### config.mk
export PLATFORM = sky130hd
export DESIGN_NAME = peak_to_peak_current_meter
export DESIGN_NICKNAME = d
export VERILOG_FILES = /design/src/rtl/core/ptp_pkg.sv /design/src/rtl/core/ptp_divider.sv /design/src/rtl/core/ptp_datapath.sv /design/src/rtl/core/ptp_controller.sv /design/src/rtl/core/peak_to_peak_current_meter.sv
export SDC_FILE = /design/constraint.sdc
export NUM_CORES = 2
export LEC_CHECK = 0
export ABC_AREA = 1
export BUFFER_PORTS_ARGS = -buffer_cell sky130_fd_sc_hd__buf_2
export CAP_MARGIN = 5
export CELL_PAD_IN_SITES_DETAIL_PLACEMENT = 1
export CELL_PAD_IN_SITES_GLOBAL_PLACEMENT = 1
export CORE_ASPECT_RATIO = 0.6
export CORE_MARGIN = 2
export CORE_UTILIZATION = 50
export DETAILED_ROUTE_END_ITERATION = 10
export PLACE_DENSITY = 0.9
export SLEW_MARGIN = 20
export SYNTH_ARGS = -nofsm -noshare
export SYNTH_HDL_FRONTEND = slang
export SYNTH_SLANG_ARGS = --single-unit
### constraint.sdc
create_clock -name clk -period 7.75 [get_ports clk]
set_input_delay 2.325 -clock clk [delete_from_list [all_inputs] [get_ports clk]]
set_output_delay 2.325 -clock clk [all_outputs]
set_load 0.02 [all_outputs]
### src/rtl/core/ptp_pkg.sv
// ----------------------------------------------------------------------------
// ptp_pkg: shared definitions of the peak-to-peak current meter
// Field widths, arithmetic constants, register indexes, the controller state
// encoding and the command and status bundles between controller and datapath.
// ----------------------------------------------------------------------------
`default_nettype none

package ptp_pkg;

  // Field widths.
  localparam int ADC_W       = 12;
  localparam int MV_W        = 12;
  localparam int MIN_W       = 13;
  localparam int CURRENT_W   = 14;
  localparam int POWER_W     = 12;
  localparam int SENS_W      = 10;
  localparam int NOISE_W     = 14;
  localparam int MAINS_W     = 9;
  localparam int GROUP_W     = 4;
  localparam int CFG_INDEX_W = 3;
  localparam int CFG_DATA_W  = 14;

  // Internal arithmetic widths.
  localparam int SCALE_PROD_W = 24;  // raw * 3300
  localparam int SPREAD_W     = 22;  // (peak - trough) * 707
  localparam int CUR_SUM_W    = 17;  // up to eight window currents
  localparam int POWER_PROD_W = 23;  // filtered current * mains volts

  // Arithmetic constants.
  localparam int MV_FULL_SCALE = 3300;
  localparam int ADC_MAX       = 4095;
  localparam int MIN_RESET_MV  = 5000;
  localparam int RMS_NUM       = 707;
  localparam int CURRENT_LIMIT = 16000;
  localparam int POWER_LIMIT   = 4095;
  localparam int MILLI         = 1000;
  localparam int MAX_GROUP     = 8;

  // Division by 1000 as a multiply by ceil(2^33 / 1000) and a shift; the
  // result is exact for every product below 2^23.
  localparam int MILLI_RECIP_W = 24;
  localparam int MILLI_RECIP   = 8589935;
  localparam int MILLI_SHIFT   = 33;

  // Defaults.
  localparam int MAX_WINDOW_SAMPLES_DEF = 128;
  localparam int SENS_RESET             = 185;
  localparam int NOISE_RESET            = 250;
  localparam int MAINS_RESET            = 220;
  localparam int GROUP_RESET            = 3;

  typedef enum logic [CFG_INDEX_W-1:0] {
    CFG_SENSITIVITY = 3'd0,
    CFG_NOISE_FLOOR = 3'd1,
    CFG_MAINS_VOLTS = 3'd2,
    CFG_GROUP_SIZE  = 3'd3
  } cfg_index_t;

  typedef enum logic [2:0] {
    DIV_MEAN_RAW,
    DIV_MEAN_MV,
    DIV_CURRENT,
    DIV_FILTER
  } div_sel_t;

  typedef enum logic [3:0] {
    S_IDLE,
    S_SCALE,
    S_ACCUM,
    S_RAW_GO,
    S_RAW_WAIT,
    S_MV_GO,
    S_MV_WAIT,
    S_CUR_GO,
    S_CUR_WAIT,
    S_FILT_GO,
    S_FILT_WAIT,
    S_PWR_MUL,
    S_PWR_RECIP,
    S_PWR_SAT,
    S_EMIT
  } state_t;

  typedef struct packed {
    logic     load;         // capture the accepted request
    logic     scale;        // register raw * 3300
    logic     accum;        // update peak, trough, sums and count
    logic     spread;       // register (peak - trough) * 707
    logic     div_start;
    logic     div_capture;  // take the quotient when the divider finishes
    div_sel_t div_sel;
    logic     power_mul;    // register filtered current * mains volts
    logic     power_recip;  // register that product scaled down by 1000
    logic     power_sat;    // limit the scaled product into the power register
    logic     emit;         // load the result register and clear the window
  } ptp_cmd_t;

  typedef struct packed {
    logic last;
    logic div_done;
    logic group_done;
    logic power_needed;
    logic out_free;
  } ptp_status_t;

endpackage

`default_nettype wire

### src/rtl/core/ptp_divider.sv
// ----------------------------------------------------------------------------
// ptp_divider: restoring divider, one quotient bit per cycle
// Loads dividend and divisor on start, pulses done when the quotient is final.
// ----------------------------------------------------------------------------
`default_nettype none

module ptp_divider #(
  parameter int NUM_W = 23,
  parameter int DEN_W = 11
) (
  input  wire logic             clk,
  input  wire logic             rst,
  input  wire logic             start,
  input  wire logic [NUM_W-1:0] dividend,
  input  wire logic [DEN_W-1:0] divisor,
  output logic                  done,
  output logic      [NUM_W-1:0] quotient
);

  localparam int STEP_W = $clog2(NUM_W + 1);

  logic              busy;
  logic [STEP_W-1:0] steps;
  logic [DEN_W-1:0]  rem;
  logic [DEN_W-1:0]  den;
  logic [DEN_W:0]    rem_shift;
  logic [DEN_W:0]    trial;

  assign rem_shift = {rem, quotient[NUM_W-1]};
  assign trial     = rem_shift - {1'b0, den};

  always_ff @(posedge clk) begin
    if (rst) begin
      busy  <= 1'b0;
      done  <= 1'b0;
      steps <= '0;
    end else begin
      done <= 1'b0;
      if (start) begin
        busy  <= 1'b1;
        steps <= STEP_W'(NUM_W);
      end else if (busy) begin
        steps <= steps - 1'b1;
        if (steps == STEP_W'(1)) begin
          busy <= 1'b0;
          done <= 1'b1;
        end
      end
    end
  end

  always_ff @(posedge clk) begin
    if (start) begin
      quotient <= dividend;
      rem      <= '0;
      den      <= divisor;
    end else if (busy) begin
      // A clear sign bit means the shifted remainder covers the divisor.
      if (!trial[DEN_W]) begin
        rem      <= trial[DEN_W-1:0];
        quotient <= {quotient[NUM_W-2:0], 1'b1};
      end else begin
        rem      <= rem_shift[DEN_W-1:0];
        quotient <= {quotient[NUM_W-2:0], 1'b0};
      end
    end
  end

endmodule

`default_nettype wire

### src/rtl/core/ptp_datapath.sv
// ----------------------------------------------------------------------------
// ptp_datapath: window accumulators, configuration and result register
// Converts samples to millivolts, keeps the window and group state, feeds the
// shared divider and holds the result until the output side takes it.
// ----------------------------------------------------------------------------
`default_nettype none

module ptp_datapath #(
  parameter int MAX_WINDOW_SAMPLES = ptp_pkg::MAX_WINDOW_SAMPLES_DEF
) (
  input  wire logic                               clk,
  input  wire logic                               rst,
  input  wire ptp_pkg::ptp_cmd_t                  cmd,
  output ptp_pkg::ptp_status_t                    status,
  input  wire logic                               cfg_valid,
  output logic                                    cfg_ready,
  input  wire logic [ptp_pkg::CFG_INDEX_W-1:0]    cfg_index,
  input  wire logic [ptp_pkg::CFG_DATA_W-1:0]     cfg_data,
  input  wire logic [ptp_pkg::ADC_W-1:0]          adc_sample,
  input  wire logic                               window_end,
  input  wire logic                               relay_on,
  output logic                                    out_valid,
  input  wire logic                               out_stall,
  output logic [ptp_pkg::ADC_W-1:0]               mean_raw,
  output logic [ptp_pkg::MV_W-1:0]                mean_millivolts,
  output logic [ptp_pkg::MV_W-1:0]                peak_millivolts,
  output logic [ptp_pkg::MV_W-1:0]                trough_millivolts,
  output logic [ptp_pkg::CURRENT_W-1:0]           window_current_ma,
  output logic                                    average_ready,
  output logic [ptp_pkg::CURRENT_W-1:0]           filtered_current_ma,
  output logic [ptp_pkg::POWER_W-1:0]             power_watts
);

  localparam int CNT_W = $clog2(MAX_WINDOW_SAMPLES + 1);
  localparam int SUM_W = $clog2(MAX_WINDOW_SAMPLES * ptp_pkg::ADC_MAX + 1);
  localparam int DEN_W = (CNT_W > ptp_pkg::SENS_W + 1) ? CNT_W : ptp_pkg::SENS_W + 1;
  localparam int NUM_W = (SUM_W > ptp_pkg::SPREAD_W) ? SUM_W : ptp_pkg::SPREAD_W;
  localparam int RECIP_PROD_W = ptp_pkg::POWER_PROD_W + ptp_pkg::MILLI_RECIP_W;
  localparam int POWER_Q_W    = RECIP_PROD_W - ptp_pkg::MILLI_SHIFT;

  // Configuration registers.
  logic [ptp_pkg::SENS_W-1:0]  sensitivity;
  logic [ptp_pkg::NOISE_W-1:0] noise_floor;
  logic [ptp_pkg::MAINS_W-1:0] mains_volts;
  logic [ptp_pkg::GROUP_W-1:0] group_size;

  // Window and group state.
  logic [ptp_pkg::MV_W-1:0]      running_max;
  logic [ptp_pkg::MIN_W-1:0]     running_min;
  logic [SUM_W-1:0]              raw_sum;
  logic [SUM_W-1:0]              mv_sum;
  logic [CNT_W-1:0]              sample_count;
  logic [ptp_pkg::GROUP_W-1:0]   window_count;
  logic [ptp_pkg::CUR_SUM_W-1:0] current_sum;

  // Working registers.
  logic [ptp_pkg::ADC_W-1:0]        raw;
  logic                             last;
  logic                             relay;
  logic [ptp_pkg::SCALE_PROD_W-1:0] scale_prod;
  logic [ptp_pkg::SPREAD_W-1:0]     spread;
  logic [ptp_pkg::POWER_PROD_W-1:0] power_prod;
  logic [POWER_Q_W-1:0]             power_quo;
  logic [ptp_pkg::ADC_W-1:0]        mean_raw_r;
  logic [ptp_pkg::MV_W-1:0]         mean_mv_r;
  logic [ptp_pkg::CURRENT_W-1:0]    current_r;
  logic [ptp_pkg::CURRENT_W-1:0]    filtered_r;
  logic [ptp_pkg::POWER_W-1:0]      power_r;

  logic [ptp_pkg::MV_W-1:0]      scale_q;
  logic [ptp_pkg::MIN_W-1:0]     scale_r;
  logic [ptp_pkg::MV_W-1:0]      mv;
  logic [ptp_pkg::SENS_W-1:0]    sens_eff;
  logic [ptp_pkg::GROUP_W-1:0]   group_eff;
  logic                          group_done;
  logic [NUM_W-1:0]              div_num;
  logic [DEN_W-1:0]              div_den;
  logic                          div_done;
  logic [NUM_W-1:0]              div_quo;
  logic [RECIP_PROD_W-1:0]       recip_prod;
  logic [ptp_pkg::CURRENT_W-1:0] current_value;
  logic [ptp_pkg::CURRENT_W-1:0] filtered_value;
  logic [ptp_pkg::POWER_W-1:0]   power_value;

  assign cfg_ready = 1'b1;

  // raw * 3300 / 4095: the quotient by 4096 is low by at most one, and the
  // remainder against 4095 is the low twelve bits plus that quotient.
  assign scale_q = scale_prod[ptp_pkg::SCALE_PROD_W-1:12];
  assign scale_r = ptp_pkg::MIN_W'(scale_prod[11:0]) + ptp_pkg::MIN_W'(scale_q);
  assign mv      = scale_q + ptp_pkg::MV_W'(scale_r >= ptp_pkg::MIN_W'(ptp_pkg::ADC_MAX));

  assign sens_eff   = (sensitivity == '0) ? ptp_pkg::SENS_W'(1) : sensitivity;
  assign group_eff  = (group_size == '0) ? ptp_pkg::GROUP_W'(1) :
                      (group_size > ptp_pkg::GROUP_W'(ptp_pkg::MAX_GROUP)) ?
                      ptp_pkg::GROUP_W'(ptp_pkg::MAX_GROUP) : group_size;
  assign group_done = (window_count >= group_eff);

  assign recip_prod = RECIP_PROD_W'(power_prod) * RECIP_PROD_W'(ptp_pkg::MILLI_RECIP);

  always_comb begin
    case (cmd.div_sel)
      ptp_pkg::DIV_MEAN_RAW: begin
        div_num = NUM_W'(raw_sum);
        div_den = DEN_W'(sample_count);
      end
      ptp_pkg::DIV_MEAN_MV: begin
        div_num = NUM_W'(mv_sum);
        div_den = DEN_W'(sample_count);
      end
      ptp_pkg::DIV_CURRENT: begin
        div_num = NUM_W'(spread);
        div_den = DEN_W'({sens_eff, 1'b0});
      end
      ptp_pkg::DIV_FILTER: begin
        div_num = NUM_W'(current_sum);
        div_den = DEN_W'(window_count);
      end
      default: begin
        div_num = '0;
        div_den = DEN_W'(1);
      end
    endcase
  end

  ptp_divider #(
    .NUM_W (NUM_W),
    .DEN_W (DEN_W)
  ) u_divider (
    .clk      (clk),
    .rst      (rst),
    .start    (cmd.div_start),
    .dividend (div_num),
    .divisor  (div_den),
    .done     (div_done),
    .quotient (div_quo)
  );

  // The noise floor is checked before the estimate is limited.
  always_comb begin
    if (div_quo < NUM_W'(noise_floor)) begin
      current_value = '0;
    end else if (div_quo > NUM_W'(ptp_pkg::CURRENT_LIMIT)) begin
      current_value = ptp_pkg::CURRENT_W'(ptp_pkg::CURRENT_LIMIT);
    end else begin
      current_value = div_quo[ptp_pkg::CURRENT_W-1:0];
    end
    if (div_quo > NUM_W'(ptp_pkg::CURRENT_LIMIT)) begin
      filtered_value = ptp_pkg::CURRENT_W'(ptp_pkg::CURRENT_LIMIT);
    end else begin
      filtered_value = div_quo[ptp_pkg::CURRENT_W-1:0];
    end
    if (power_quo > POWER_Q_W'(ptp_pkg::POWER_LIMIT)) begin
      power_value = ptp_pkg::POWER_W'(ptp_pkg::POWER_LIMIT);
    end else begin
      power_value = power_quo[ptp_pkg::POWER_W-1:0];
    end
  end

  always_comb begin
    status.last         = last;
    status.div_done     = div_done;
    status.group_done   = group_done;
    status.power_needed = relay && (filtered_r != '0);
    status.out_free     = !out_valid || !out_stall;
  end

  always_ff @(posedge clk) begin
    if (rst) begin
      sensitivity  <= ptp_pkg::SENS_W'(ptp_pkg::SENS_RESET);
      noise_floor  <= ptp_pkg::NOISE_W'(ptp_pkg::NOISE_RESET);
      mains_volts  <= ptp_pkg::MAINS_W'(ptp_pkg::MAINS_RESET);
      group_size   <= ptp_pkg::GROUP_W'(ptp_pkg::GROUP_RESET);
      running_max  <= '0;
      running_min  <= ptp_pkg::MIN_W'(ptp_pkg::MIN_RESET_MV);
      raw_sum      <= '0;
      mv_sum       <= '0;
      sample_count <= '0;
      window_count <= '0;
      current_sum  <= '0;
      out_valid    <= 1'b0;
    end else begin
      if (cfg_valid) begin
        unique case (cfg_index)
          ptp_pkg::CFG_SENSITIVITY: sensitivity <= cfg_data[ptp_pkg::SENS_W-1:0];
          ptp_pkg::CFG_NOISE_FLOOR: noise_floor <= cfg_data[ptp_pkg::NOISE_W-1:0];
          ptp_pkg::CFG_MAINS_VOLTS: mains_volts <= cfg_data[ptp_pkg::MAINS_W-1:0];
          ptp_pkg::CFG_GROUP_SIZE:  group_size  <= cfg_data[ptp_pkg::GROUP_W-1:0];
          default: ;
        endcase
      end

      if (cmd.accum) begin
        if (mv > running_max) begin
          running_max <= mv;
        end
        if (ptp_pkg::MIN_W'(mv) < running_min) begin
          running_min <= ptp_pkg::MIN_W'(mv);
        end
        // A full window still tracks peak and trough but stops summing.
        if (sample_count < CNT_W'(MAX_WINDOW_SAMPLES)) begin
          raw_sum      <= raw_sum + SUM_W'(raw);
          mv_sum       <= mv_sum + SUM_W'(mv);
          sample_count <= sample_count + 1'b1;
        end
      end

      if (cmd.div_capture && div_done && cmd.div_sel == ptp_pkg::DIV_CURRENT) begin
        current_sum  <= current_sum + ptp_pkg::CUR_SUM_W'(current_value);
        window_count <= window_count + 1'b1;
      end

      if (cmd.emit) begin
        running_max  <= '0;
        running_min  <= ptp_pkg::MIN_W'(ptp_pkg::MIN_RESET_MV);
        raw_sum      <= '0;
        mv_sum       <= '0;
        sample_count <= '0;
        if (group_done) begin
          current_sum  <= '0;
          window_count <= '0;
        end
        out_valid <= 1'b1;
      end else if (!out_stall) begin
        out_valid <= 1'b0;
      end
    end
  end

  always_ff @(posedge clk) begin
    if (cmd.load) begin
      raw   <= adc_sample;
      last  <= window_end;
      relay <= relay_on;
    end
    if (cmd.scale) begin
      scale_prod <= ptp_pkg::SCALE_PROD_W'(raw) *
                    ptp_pkg::SCALE_PROD_W'(ptp_pkg::MV_FULL_SCALE);
    end
    if (cmd.spread) begin
      spread <= ptp_pkg::SPREAD_W'(running_max - running_min[ptp_pkg::MV_W-1:0]) *
                ptp_pkg::SPREAD_W'(ptp_pkg::RMS_NUM);
    end
    if (cmd.power_mul) begin
      power_prod <= ptp_pkg::POWER_PROD_W'(filtered_r) *
                    ptp_pkg::POWER_PROD_W'(mains_volts);
    end
    if (cmd.power_recip) begin
      power_quo <= recip_prod[RECIP_PROD_W-1:ptp_pkg::MILLI_SHIFT];
    end
    if (cmd.power_sat) begin
      power_r <= power_value;
    end
    if (cmd.div_capture && div_done) begin
      case (cmd.div_sel)
        ptp_pkg::DIV_MEAN_RAW: mean_raw_r <= div_quo[ptp_pkg::ADC_W-1:0];
        ptp_pkg::DIV_MEAN_MV:  mean_mv_r  <= div_quo[ptp_pkg::MV_W-1:0];
        ptp_pkg::DIV_CURRENT: begin
          current_r  <= current_value;
          filtered_r <= '0;
          power_r    <= '0;
        end
        ptp_pkg::DIV_FILTER:   filtered_r <= filtered_value;
        default: ;
      endcase
    end
    if (cmd.emit) begin
      mean_raw            <= mean_raw_r;
      mean_millivolts     <= mean_mv_r;
      peak_millivolts     <= running_max;
      trough_millivolts   <= running_min[ptp_pkg::MV_W-1:0];
      window_current_ma   <= current_r;
      average_ready       <= group_done;
      filtered_current_ma <= filtered_r;
      power_watts         <= power_r;
    end
  end

endmodule

`default_nettype wire

### src/rtl/core/ptp_controller.sv
// ----------------------------------------------------------------------------
// ptp_controller: sequencer of the peak-to-peak current meter
// Steps each request through conversion and accumulation, and at a window end
// through the divisions, the power product and the hand-off to the result register.
// ----------------------------------------------------------------------------
`default_nettype none

module ptp_controller (
  input  wire logic                 clk,
  input  wire logic                 rst,
  input  wire logic                 in_valid,
  output logic                      in_stall,
  input  wire ptp_pkg::ptp_status_t status,
  output ptp_pkg::ptp_cmd_t         cmd
);

  ptp_pkg::state_t state;
  ptp_pkg::state_t state_next;

  always_ff @(posedge clk) begin
    if (rst) begin
      state <= ptp_pkg::S_IDLE;
    end else begin
      state <= state_next;
    end
  end

  assign in_stall = (state != ptp_pkg::S_IDLE);

  always_comb begin
    state_next  = state;
    cmd         = '0;
    cmd.div_sel = ptp_pkg::DIV_MEAN_RAW;
    unique case (state)
      ptp_pkg::S_IDLE: begin
        if (in_valid) begin
          cmd.load   = 1'b1;
          state_next = ptp_pkg::S_SCALE;
        end
      end
      ptp_pkg::S_SCALE: begin
        cmd.scale  = 1'b1;
        state_next = ptp_pkg::S_ACCUM;
      end
      ptp_pkg::S_ACCUM: begin
        cmd.accum  = 1'b1;
        state_next = status.last ? ptp_pkg::S_RAW_GO : ptp_pkg::S_IDLE;
      end
      ptp_pkg::S_RAW_GO: begin
        cmd.spread    = 1'b1;
        cmd.div_start = 1'b1;
        state_next    = ptp_pkg::S_RAW_WAIT;
      end
      ptp_pkg::S_RAW_WAIT: begin
        cmd.div_capture = 1'b1;
        if (status.div_done) begin
          state_next = ptp_pkg::S_MV_GO;
        end
      end
      ptp_pkg::S_MV_GO: begin
        cmd.div_sel   = ptp_pkg::DIV_MEAN_MV;
        cmd.div_start = 1'b1;
        state_next    = ptp_pkg::S_MV_WAIT;
      end
      ptp_pkg::S_MV_WAIT: begin
        cmd.div_sel     = ptp_pkg::DIV_MEAN_MV;
        cmd.div_capture = 1'b1;
        if (status.div_done) begin
          state_next = ptp_pkg::S_CUR_GO;
        end
      end
      ptp_pkg::S_CUR_GO: begin
        cmd.div_sel   = ptp_pkg::DIV_CURRENT;
        cmd.div_start = 1'b1;
        state_next    = ptp_pkg::S_CUR_WAIT;
      end
      ptp_pkg::S_CUR_WAIT: begin
        cmd.div_sel     = ptp_pkg::DIV_CURRENT;
        cmd.div_capture = 1'b1;
        if (status.div_done) begin
          state_next = ptp_pkg::S_FILT_GO;
        end
      end
      ptp_pkg::S_FILT_GO: begin
        // The group counters already include this window here.
        cmd.div_sel = ptp_pkg::DIV_FILTER;
        if (status.group_done) begin
          cmd.div_start = 1'b1;
          state_next    = ptp_pkg::S_FILT_WAIT;
        end else begin
          state_next = ptp_pkg::S_EMIT;
        end
      end
      ptp_pkg::S_FILT_WAIT: begin
        cmd.div_sel     = ptp_pkg::DIV_FILTER;
        cmd.div_capture = 1'b1;
        if (status.div_done) begin
          state_next = ptp_pkg::S_PWR_MUL;
        end
      end
      ptp_pkg::S_PWR_MUL: begin
        if (status.power_needed) begin
          cmd.power_mul = 1'b1;
          state_next    = ptp_pkg::S_PWR_RECIP;
        end else begin
          state_next = ptp_pkg::S_EMIT;
        end
      end
      ptp_pkg::S_PWR_RECIP: begin
        cmd.power_recip = 1'b1;
        state_next      = ptp_pkg::S_PWR_SAT;
      end
      ptp_pkg::S_PWR_SAT: begin
        cmd.power_sat = 1'b1;
        state_next    = ptp_pkg::S_EMIT;
      end
      ptp_pkg::S_EMIT: begin
        if (status.out_free) begin
          cmd.emit   = 1'b1;
          state_next = ptp_pkg::S_IDLE;
        end
      end
      default: begin
        state_next = ptp_pkg::S_IDLE;
      end
    endcase
  end

endmodule

`default_nettype wire

### src/rtl/core/peak_to_peak_current_meter.sv
// ----------------------------------------------------------------------------
// peak_to_peak_current_meter: windowed peak-to-peak current estimator
// Converts sensor samples to millivolts, tracks each window and reports means,
// extremes, an RMS current estimate and, per group of windows, a filtered current and power.
//
//   channel   direction  handshake             payload
//   in        sink       in_valid / in_stall   adc_sample, window_end, relay_on
//   out       source     out_valid / out_stall mean_raw .. power_watts
//   cfg       sink       cfg_valid / cfg_ready cfg_index, cfg_data
//
// A sample that does not end a window passes through conversion and
// accumulation in turn before the next request can be accepted.
// A window-end sample adds up to four passes of the shared bit-serial divider,
// whose dividend is D bits wide (22 at the default size), then the power product
// and its scaling when power is needed, and the hand-off, each in a state of its own.
// Reset is synchronous; it restores the register defaults and clears the
// window and group state. The result register holds one result while
// out_stall is high; a second window end waits for it in its last state.
// ----------------------------------------------------------------------------
`default_nettype none

module peak_to_peak_current_meter #(
  parameter int MAX_WINDOW_SAMPLES = ptp_pkg::MAX_WINDOW_SAMPLES_DEF
) (
  input  wire logic                            clk,
  input  wire logic                            rst,
  input  wire logic                            in_valid,
  output logic                                 in_stall,
  input  wire logic [ptp_pkg::ADC_W-1:0]       adc_sample,
  input  wire logic                            window_end,
  input  wire logic                            relay_on,
  output logic                                 out_valid,
  input  wire logic                            out_stall,
  output logic [ptp_pkg::ADC_W-1:0]            mean_raw,
  output logic [ptp_pkg::MV_W-1:0]             mean_millivolts,
  output logic [ptp_pkg::MV_W-1:0]             peak_millivolts,
  output logic [ptp_pkg::MV_W-1:0]             trough_millivolts,
  output logic [ptp_pkg::CURRENT_W-1:0]        window_current_ma,
  output logic                                 average_ready,
  output logic [ptp_pkg::CURRENT_W-1:0]        filtered_current_ma,
  output logic [ptp_pkg::POWER_W-1:0]          power_watts,
  input  wire logic                            cfg_valid,
  output logic                                 cfg_ready,
  input  wire logic [ptp_pkg::CFG_INDEX_W-1:0] cfg_index,
  input  wire logic [ptp_pkg::CFG_DATA_W-1:0]  cfg_data
);

  ptp_pkg::ptp_cmd_t    cmd;
  ptp_pkg::ptp_status_t status;

  ptp_controller u_controller (
    .clk      (clk),
    .rst      (rst),
    .in_valid (in_valid),
    .in_stall (in_stall),
    .status   (status),
    .cmd      (cmd)
  );

  ptp_datapath #(
    .MAX_WINDOW_SAMPLES (MAX_WINDOW_SAMPLES)
  ) u_datapath (
    .clk                 (clk),
    .rst                 (rst),
    .cmd                 (cmd),
    .status              (status),
    .cfg_valid           (cfg_valid),
    .cfg_ready           (cfg_ready),
    .cfg_index           (cfg_index),
    .cfg_data            (cfg_data),
    .adc_sample          (adc_sample),
    .window_end          (window_end),
    .relay_on            (relay_on),
    .out_valid           (out_valid),
    .out_stall           (out_stall),
    .mean_raw            (mean_raw),
    .mean_millivolts     (mean_millivolts),
    .peak_millivolts     (peak_millivolts),
    .trough_millivolts   (trough_millivolts),
    .window_current_ma   (window_current_ma),
    .average_ready       (average_ready),
    .filtered_current_ma (filtered_current_ma),
    .power_watts         (power_watts)
  );

endmodule

`default_nettype wire

==> metrics.md <==
| Metric | Value |
|---|---|
| Status | finished clean |
| Post-route cell area | between 40000 and 50000 sq um |
| Io pins | 128 |
| Sw Ratio | between 50% and 60% |
| CTS tree | built |
| Post-synth EDFFs | 269 |
| Period Utilization, post-route | 86.43% |
| Initial DRC count | 3352 |
| Hold Violations, Final | 0 |
| PnR worst setup slack | 1.052 ns |
| RSZ-0062 raised after global routing | false |
| Top cells by area, synth | edfxtp_1 21%, ha_1 17%, fa_1 16%, inv_1 9.1%, dfxtp_1 8.7% |
| DR vias/cell | 5.924 |
| Area after DPL | 39420 sq um |
| Ys Warns | 0 |
| Final setup viols | 0 |
| Clk_skew | 0.02106 ns |
| # port buffers | 126 |
| Area leader, netlist | edfxtp_1 |
| Gpl congestion | 0.9639 |
| Root Buffer | clkbuf_16 |
| Routed wire length | ~130 mm |
| Total CTS buffers | 45 |
| Peak supply drop | 3.022 mV |
| Worst-margin pin slew | 1.082 ns |
| Worst stage delay on the critical path | 0.56 ns |
| Total Routing Usage GR | 34.04% |
| P_leak | roughly 0.020 uW |
| Core Region | 74180 sq um |
| Die Y | between 200 and 250 um |
| Top post-synthesis cells by count | 914 x inv_1, 698 x nand2_1, 524 x ha_1 |
| Yosys reg bits | 433 |
| Die area | 77770 sq um |
| Residual DRC | 0 |
| Worst-path clk slew | 0.07 ns |
| Setup_tns | 0 ns |
| Postcts setup bufs | 0 |
| Max-slew violation count | 0 |
| Fill cell count | about 8700 |
| Initial antenna violation count | 7 |
| Std cell rows | 77 |
| First-pass GRT wire length | about 200 mm |
| Count leader, synth | inv_1 |
| Dominant synthesized flop cell | edfxtp_1 |
| Hold WC Path Type | register to register |
| HPWL Detailed | 100.1 mm |
| Seq/Total Area, Yosys | a little under a third |
| Async set-reset flop share out of synthesis | 0% |
| CP required | 8.12 ns |
| Pwr Density | 508.2 nW/um^2 |
| Worst slack at placement | 1.242 ns |
| H-tree Lvls | 2 |
| Worst skew pair latency | about 0.63 ns |
| Vias in the first global route | approximately 35000 |
| GR Overflow Total | 0 |
| Via count | about 32000 |
| Layout cells sized above 1 | 5.826% |
| Synth Cell Area | 37740 sq um |
| Critical path fanouts, max | 5 |
| Clock Path Buffers | 3 |
| Worst setup SP type | register |
| Max Cap Viol | 0 |
| Syn_area_per_cell | 8.864 sq um |
| Cell count after synthesis | between 4000 and 5000 |
| Largest net degree at the start of global routing | 56 |
| Post-DRT Antenna Nets | 0 |
| Slowest-stage cell, CP | nor4_1 |
| Synth top area share | 21.40% |
| Die width | 358.7 um |
| Crit path kind | register to register |
| Distinct cells, synth | 59 |
| Sw Pwr | 10710 uW |
| Mapped Nets | 5128 |
| Minimum clock period | between 6 and 7 ns |
| Synthesis-to-finish area growth | 8.371% |
| Sink Count | approximately 430 |
| Setup crit end kind | register |
| Drt first pass iters | 6 |
| Comb pwr share | 71.3% |
| Fin nets | 5244 |
| Detailed-route wire length per cell | 24.48 um |
| Clk network pwr share | between 10 and 15% |
| Internal | 10070 uW |
| Worst-path cell chain | inv_1, ha_1, a21oi_1, nand2_1, a21oi_1, o21ai_0, a31o_2, xnor2_1, inv_1, ha_1, fa_1, fa_1, ha_1, inv_1, fa_1, inv_1, ha_1, nand2_1, nor4_1, nand4_1, nand3_1, xor2_1 |
| Relative slew slack | about 28% |
| CTS resizes | 0 |
| Worst EP arrival | 7.07 ns |
| Seq pwr share | 17.7% |
| Starting density of the core | 50.88% |
| Post-CTS Hold Buffers | 0 |
| Fmax | 149.3 MHz |
## power by group through the flow
stage | clock network, uW | registers (uW) | logic, uW
after floorplan | 0 | 3610 | 10600
after global placement | 0 | 3680 | 13500
after detailed placement | 0 | 3710 | 14400
after CTS | 2270 | 3670 | 14700
after global routing | 2350 | 3680 | 16800
final | 2270 | 3690 | 14800
## metal layers
metal | vias to the layer above | global-route usage, % | routed length [um]
li1 | 13960 | - | -
met1 | 15940 | 43.50 | 52840
met2 | 1583 | 54.44 | 60150
met3 | 495 | 8.771 | 12460
met4 | 12 | 15.22 | 6629
met5 | - | 0 | 87
## path summary, 6_finish.rpt
path / startpoint / slack (ns) / cells after the start / endpoint
worst max-delay path: u_datapath.running_min[2]$_SDFFE_PP0P_ / 1.05 / 22 / u_datapath.spread[20]$_DFFE_PP_
worst max register to register: u_datapath.running_min[2]$_SDFFE_PP0P_ / 1.05 / 22 / u_datapath.spread[20]$_DFFE_PP_
worst min-delay path: u_datapath.mean_raw_r[2]$_DFFE_PP_ / 0.42 / 0 / u_datapath.mean_raw[2]$_DFFE_PP_
worst min register to register: u_datapath.mean_raw_r[2]$_DFFE_PP_ / 0.42 / 0 / u_datapath.mean_raw[2]$_DFFE_PP_
## flip-flops by register name (all words and copies together), names as in the netlist, 17 cells and up
name / flops
u_datapath.current_sum: 17
u_datapath.scale_prod: 22
u_datapath.raw_sum: 19
u_datapath.power_prod: 23
u_datapath.u_divider.quotient: 22
u_datapath.mv_sum: 19
u_datapath.spread: 22
## placed cells by master, fill, tap and decap left out, types with 22 or more instances in the layout
master / netlist / final
xor2_1: 80 / 79
inv_1: 914 / 913
fa_1: 310 / 310
nor2_1: 250 / 244
xnor2_1: 42 / 42
nand3_1: 148 / 148
edfxtp_1: 269 / 269
nor3_1: 34 / 33
a21o_1: 23 / 23
nand4_1: 34 / 34
buf_2: 16 / 126
clkbuf_16: 0 / 46
a31oi_1: 22 / 22
o21bai_1: 23 / 23
dfxtp_1: 164 / 164
o21ai_0: 205 / 205
nand2_1: 698 / 697
ha_1: 524 / 524
a21oi_1: 284 / 284
## cells by family after synthesis
kind of cell / synth area share [%]
XOR/XNOR: 2.831
flip-flops: 30.10
AND/OR/NAND/NOR: 13.72
buffers and inverters: 10.04
adder cells (fa/ha/maj): 33.81
other: 0.009936
AO/OA/AOI/OAI: 9.485
## layout make-up
| class | instances | area (sq um) | share of cell area [%] |
|---|---|---|---|
| Antenna cell | 1 | 2.502 | 0.006118 |
| Clock buffer | 63 | 1265 | 3.093 |
| Clock inverter | 21 | 196.4 | 0.4803 |
| Inverter | 927 | 3487 | 8.526 |
| Multi-Input combinational cell | 2828 | 22630 | 55.32 |
| Sequential cell | 433 | 11360 | 27.78 |
| Tap cell | 987 | 1235 | 3.019 |
| Timing Repair Buffer | 139 | 728.2 | 1.780 |
## stage by stage
step | hold slack (ns) | power (uW) | instances | util (%)
2_1_floorplan | 0.4003 | 14250 | 4258 | -
3_3_place_gp | 0.4019 | 17230 | 5314 | 53.13
3_5_place_dp | 0.4107 | 18110 | 5314 | 53.14
4_1_cts | 0.4223 | 20670 | 5398 | 55.11
5_1_grt | 0.4287 | 22790 | 5398 | 55.13
6_report | 0.4239 | 20790 | 5399 | 55.14
## critical path: cells and delay by family, from the launching register on
| kind | cells | cell delay (ns) |
|---|---|---|
| and+or+nand+nor | 5 | 1.34 |
| DFF | 1 | 0.39 |
| AOI/OAI and AO/OA | 4 | 0.87 |
| buffers and inverters | 4 | 0.43 |
| xor gates and xnor gates | 2 | 0.51 |
| adders and majority gates | 7 | 2.91 |
No activity file was read; power rests on OpenSTA's default activity.
